**config.mk**
```make
export PLATFORM = sky130hd
export DESIGN_NAME = dcds_ctrl
export DESIGN_NICKNAME = d
export VERILOG_FILES = /design/src/hw/rtl/dcds_pkg.sv /design/src/hw/rtl/dcds_ctrl.sv
export SDC_FILE = /design/constraint.sdc
export NUM_CORES = 1
export LEC_CHECK = 0
export ABC_AREA = 1
export BUFFER_PORTS_ARGS = -buffer_cell sky130_fd_sc_hd__buf_2
export CORE_AREA = 10 10 47 49
export CTS_CLUSTER_DIAMETER = 100
export CTS_CLUSTER_SIZE = 14
export DETAILED_ROUTE_END_ITERATION = 10
export DIE_AREA = 0 0 57 59
export SYNTH_ARGS = -nofsm -noshare
export SYNTH_HDL_FRONTEND = slang
export SYNTH_SLANG_ARGS = --single-unit
```
**constraint.sdc**
```tcl
create_clock -name clock -period 3.8 [get_ports clock]
set_clock_uncertainty 0.05 [all_clocks]
set_input_delay 0.38 -clock clock [delete_from_list [all_inputs] [get_ports clock]]
set_output_delay 0.38 -clock clock [all_outputs]
set_load 0.005 [all_outputs]
```
**src/hw/rtl/dcds_pkg.sv**
```systemverilog
`timescale 1ns / 1ps
`default_nettype none
// ----------------------------------------------------------------------------
// dcds_pkg: shared types and constants of the distance-culled dense set
// Widths, action and register codes, and the controller/datapath link.
// ----------------------------------------------------------------------------
package dcds_pkg;

   localparam int NUM_OBJECTS = 4096;

   localparam int ID_W    = 12;
   localparam int SLOT_W  = 12;
   localparam int COUNT_W = 13;
   localparam int COORD_W = 24;
   localparam int DIST_W  = 23;
   localparam int MAG_W   = COORD_W + 1;
   localparam int SQ_W    = 2 * MAG_W;
   localparam int CSR_W   = 24;
   localparam int CSR_IDX_W = 3;

   // Squarer passes per item: dx, dy, dz, add, add+slop
   localparam int RUN_STEPS = 5;
   localparam int STEP_W    = 3;

   localparam logic [1:0] ACT_NONE      = 2'd0;
   localparam logic [1:0] ACT_APPEND    = 2'd1;
   localparam logic [1:0] ACT_DROP_LAST = 2'd2;
   localparam logic [1:0] ACT_DROP_MOVE = 2'd3;

   localparam logic [CSR_IDX_W-1:0] CSR_VIEWER_X = 3'd0;
   localparam logic [CSR_IDX_W-1:0] CSR_VIEWER_Y = 3'd1;
   localparam logic [CSR_IDX_W-1:0] CSR_VIEWER_Z = 3'd2;
   localparam logic [CSR_IDX_W-1:0] CSR_ADD_DIST = 3'd3;
   localparam logic [CSR_IDX_W-1:0] CSR_SLOP_DIST = 3'd4;

   typedef struct packed {
      logic              clear;
      logic              load;
      logic              run;
      logic [STEP_W-1:0] step;
      logic              decide;
   } dp_cmd_type;

   typedef struct packed {
      logic clear_last;
   } dp_status_type;

endpackage
`default_nettype wire

```
**src/hw/rtl/dcds_ctrl.sv**
```systemverilog
`timescale 1ns / 1ps
`default_nettype none
// ----------------------------------------------------------------------------
// dcds_ctrl: sequencer of the distance-culled dense set
// Clears the maps after reset, then runs each item through the datapath.
// ----------------------------------------------------------------------------
module dcds_ctrl
   import dcds_pkg::*;
(
   input  wire           clock,
   input  wire           reset,
   input  wire           start,
   output logic          busy,
   output logic          rsp_valid,
   output dp_cmd_type    cmd,
   input  dp_status_type status
);

   localparam logic [1:0] ST_CLEAR  = 2'd0;
   localparam logic [1:0] ST_IDLE   = 2'd1;
   localparam logic [1:0] ST_RUN    = 2'd2;
   localparam logic [1:0] ST_DECIDE = 2'd3;

   logic [1:0]        state_ff, state_in;
   logic [STEP_W-1:0] step_ff, step_in;
   logic              valid_ff, valid_in;

   always_comb begin
      state_in   = state_ff;
      step_in    = step_ff;
      valid_in   = 1'b0;
      cmd        = '0;
      cmd.step   = step_ff;
      case (state_ff)
         ST_CLEAR: begin
            cmd.clear = 1'b1;
            if (status.clear_last) begin
               state_in = ST_IDLE;
            end
         end
         ST_IDLE: begin
            if (start) begin
               cmd.load = 1'b1;
               step_in  = '0;
               state_in = ST_RUN;
            end
         end
         ST_RUN: begin
            cmd.run = 1'b1;
            step_in = step_ff + STEP_W'(1);
            if (step_ff == STEP_W'(RUN_STEPS - 1)) begin
               state_in = ST_DECIDE;
            end
         end
         ST_DECIDE: begin
            cmd.decide = 1'b1;
            valid_in   = 1'b1;
            state_in   = ST_IDLE;
         end
         default: begin
            state_in = ST_CLEAR;
         end
      endcase
   end

   always_ff @(posedge clock) begin
      if (reset) begin
         state_ff <= ST_CLEAR;
         step_ff  <= '0;
         valid_ff <= 1'b0;
      end else begin
         state_ff <= state_in;
         step_ff  <= step_in;
         valid_ff <= valid_in;
      end
   end

   assign busy      = (state_ff != ST_IDLE);
   assign rsp_valid = valid_ff;

endmodule
`default_nettype wire

```
# Word level (Yosys, flattened, before mapping)
# Index checks and enable logic that the tools add are counted.
[op_classes] addsub=1 mul=0 div=0 magnitude_cmp=0 n_eq_ne=8 n_shift=0 mux=11 n_bitwise=0 reduce_logical=4
[op_table] op="case mux 2 bit (4 select lines)" count=1
[op_table] op="two-way mux 2 bit" count=3
[op_table] op="inequality test 2 bit, second input constant" count=3
[op_table] op="case mux 3 bit (2 select lines)" count=1
[op_table] op="two-way mux 1 bit" count=5
[op_table] op="equality test 2 bit, second input constant" count=2
[op_table] op="adder 3 x 1 -> 3 bit, second input constant" count=1
[op_table] op="equality test 3 bit, second input constant" count=1
[op_table] op="two-way mux 3 bit" count=1
[op_table] op="AND reduction 3 bit" count=1
[op_table] op="equality test 2 x 1 -> 1 bit, second input constant" count=1
[op_table] op="logical NOT 2 bit" count=1
[op_table] op="inequality test 2 x 1 -> 1 bit, second input constant" count=1
[op_table] op="AND reduction 2 bit" count=1
[op_table] op="nonzero test 2 bit" count=1
[word_totals] register_bits=6 latch_bits=0 ram_bits=0 romBits=0 n_memories=0

# Longest topological paths before layout
[depth] ltp_word=3 depth_mapped=8 ltp_nobuf=8

# Worst setup path after synthesis
# Ideal clock, no wire load.
[synth_timing] kind="reg2reg" startpoint="register state_ff[0]" endpoint="register step_ff[2]" setup_ns=0.117 arrival_time_ns=1.064 t_required_ns=3.633 setup_slack_ns=2.569 path_stages_with_launch=6 n_path_buf=0 synth_period_minus_slack_ns=1.231 cell_sequence="dfxtp_1 inv_1 ha_1 nand2_4 o21ai_0 nor2_1"
[synth_between] elab_chain_len=3 word_cells_on_any_way=6 cone_classes="eq/ne (3); mux (1); reduce/logical (2)"
[synth_lines] item="start, declared" line_no="dcds_ctrl.sv:24" text="logic [1:0] state_ff, state_in;"
[synth_lines] item="start signal, assigned" line_no="dcds_ctrl.sv:72" text="state_ff <= state_in;"
[synth_lines] item="equality test 2 x 1 -> 1 bit / equality test 2 bit (equally long branches)" line_no="dcds_ctrl.sv:34" text="case (state_ff)"
[synth_lines] item="inequality test 2 bit (no source line) / nonzero test 2 bit (equally long branches)"
[synth_lines] item="AND reduction 2 bit (no source line)"
[synth_lines] item="end signal, assigned" line_no="dcds_ctrl.sv:73" text="step_ff <= step_in;"
[synth_lines] item="end, declared" line_no="dcds_ctrl.sv:25" text="logic [STEP_W-1:0] step_ff, step_in;"
# Several ways; a longest one is shown, not always the timed one.
# A chain may end at the register's enable or synchronous reset.

==> results.md <==
* Status: completed
* Layout area overhead at 23.1%
* CP max FO at 4
* RR Endpoint: step_ff[2]
* HP Start: reset
* Crit path required time at between 3000 and 4000 ps
* PostCTS Resize Cnt at 0
* Wire per inst at between 9 and 10 um
* Num Clock Sinks at 6
* Highest routed layer: met4
* P per Cell Area at roughly 620 mW/mm^2
* Met1 Routed Length at 405 um
* Port Buf Inserts at 12
* Die H at 59 um
* Slew HR at 85.2%
* R2r setup slk at 2500 ps
* Met2 layer wire length in the routed design at 343 um
* Vias at 357
* DP Area at about 480 um^2
* Top cell by count, worst path: inv_1
* RSZ-0062 raised after global routing: no
* Setup Buffers After CTS at 0
* CTS max path bufs at 2
* Ranking of synthesized cells by area: dfxtp_1 29%, ha_1 21%, inv_1 13%
* Critical Path Sink Type: output pin
* Area share of the largest cell type after synthesis at 29.2%
* Vias in the first global route at 339
* Die width at 57 um
* MaxCap Viol Count at 0
* Final setup viols at 0
* Warnings from Yosys at 0
* Vias per inst at 4.15
* Worst Hold End: rsp_valid
* R2R Path Start: state_ff[0]
* HPWL Detailed at 725 um
* Worst-Skew Late Latency at 240 ps
* Drt total wl at between 800 and 900 um
* Post-Place Cells at 83
* Fraction of layout cells with a size suffix above 1 at approximately a quarter
* Worst path slowest cell: dfxtp_1
* Hold Crit Class: in2reg
* Iteration-0 DRC count of the detailed router at 0
* Root Buffer: clkbuf_4
* First-pass GRT wire length at 1320 um
* Hold Buf Count CTS at 0
* FP Rows at 14
* Core area at approximately 0.0014 mm^2
* Antenna violations before repair at 0
* TritonCTS Buffers at 3
* Fin crit share at 41.3%
* Total GRT Usage at 4.98%
* H-tree depth at 1
* Post-route DRC at 0
* Cells after synthesis at between 50 and 60
* Finished Cell Area at 507 um^2
* Fin Setup TNS at 0 ps
* Cell variety after synth at 12
* Global route total overflow at 0
* CP cell instances: inv_1 > ha_1 > nand2_1 > inv_1 > buf_2
* Starting Density at 29.4%
* CTS tree: built
* Peak VDD IR at 0.204 mV
* # diodes at 0
* Die ar. at around 0.0034 mm^2
* Startpoint Class: flip-flop
* Largest net degree at the start of global routing at 9
* Routed met3 length at 72 um
* First-pass DRT Iterations at 1
* Antenna Nets Post-Route at 0
* Mean area per synthesized cell at 7.35 um^2
* Critical path type: reg2out
* R2r worst-path depth at 5
* Clock slew at reported path FFs at ~40 ps
* Synthesized area at 412 um^2
* Sequential area share after synthesis at 29.2%
* Worst Max-Slew Pin Slew at 223 ps
* Cell taking the most area after synthesis: dfxtp_1
* #FFs+latches synth at 6
* Final Max Tran Viols at 0
* Power Total at 0.315 mW
* Static Leak at about 0.29 nW
* Critical path arrival at approximately 1100 ps
* Routability congestion estimate at approximately 0.73
* Final net count at 83
* Fmax at 0.637 GHz
* Worst path max stage delay at approximately 350 ps
* I/O pin total at 13
* Final Hold Fails at 0
* Hold path cells at 2
* Final Critical Period at 1570 ps
* Non-Filler Instances at between 80 and 90
* Syn nets at 67
==> layout make-up <==
type                            instances  area, um^2
Multi-Input combinational cell         35         231
Inverter                               14        52.6
Sequential cell                         6         120
Tap cell                               16        20.0
Clock buffer                            3        22.5
Fill cell                             168         895
Timing Repair Buffer                   12        60.1
==> cells in the final DEF (no fill, tap or decap) <==
cell,instances
clkbuf_4,3
a21oi_1,2
nand2_4,2
nand2_1,12
inv_1,14
nand4_1,5
nand3_1,1
o21ai_0,1
nor2_1,4
buf_2,12
nand3_2,1
dfxtp_1,6
ha_1,7
==> Yosys cell counts, drive strengths merged <==
cell	instances
a21oi	2
buf	1
dfxtp	6
ha	7
inv	14
nand2	14
nand3	2
nand4	5
nor2	4
o21ai	1
==> state kept, by name, indices dropped and copies added (netlist names) <==
signal,flops
rsp_valid,1
state_ff,2
step_ff,3
==> where the power goes <==
part           internal, mW  switching (mW)
sequential           0.0763          0.0109
combinational        0.0701           0.100
clock                0.0357          0.0220
total                 0.182           0.133
==> worst max-delay path: cells and delay by family (launching register included) <==
kind,cells,cell delay (ps)
flip-flops,1,350
adder cells (fa/ha/maj),1,240
buffers and inverters,3,230
AND/OR/NAND/NOR,1,70
==> worst max path at each step <==
stage                startpoint          to  slack (ps)  cells after the start
global route        state_ff[1]      cmd[5]        2110                      5
CTS                 state_ff[1]      cmd[5]        2190                      5
global placement    state_ff[1]      cmd[5]        2490                      5
floorplan           state_ff[0]  step_ff[2]        2570                      5
detailed placement  state_ff[1]      cmd[5]        2460                      5
finish              state_ff[1]      cmd[5]        2230                      5
==> per-stage QoR <==
stage / setup WS (ps) / util (%) / hold slack (ps)
after floorplan: 2570 / - / 399
after global placement: 2490 / 34.6 / 447
after detailed placement: 2460 / 34.6 / 448
after CTS: 2190 / 36.2 / 276
after global routing: 2110 / 36.2 / 291
final: 2230 / 36.2 / 286
==> metal layers <==
| metal | vias up | global-route usage, % |
|---|---|---|
| met4 | 0 | 5.03 |
| li1 | 198 | - |
| met3 | 2 | 2.36 |
| met2 | 9 | 6.82 |
| met1 | 148 | 5.38 |
| met5 | - | 0 |
==> cell families after synthesis <==
family,after synthesis,share of synthesized area (%)
flip-flops,6,29.2
adder cells (fa/ha/maj),7,21.3
AND/OR/NAND/NOR,25,31.3
AO/OA/AOI/OAI,3,3.65
buffers and inverters,15,14.6
Power figures use the tool's default switching activity.
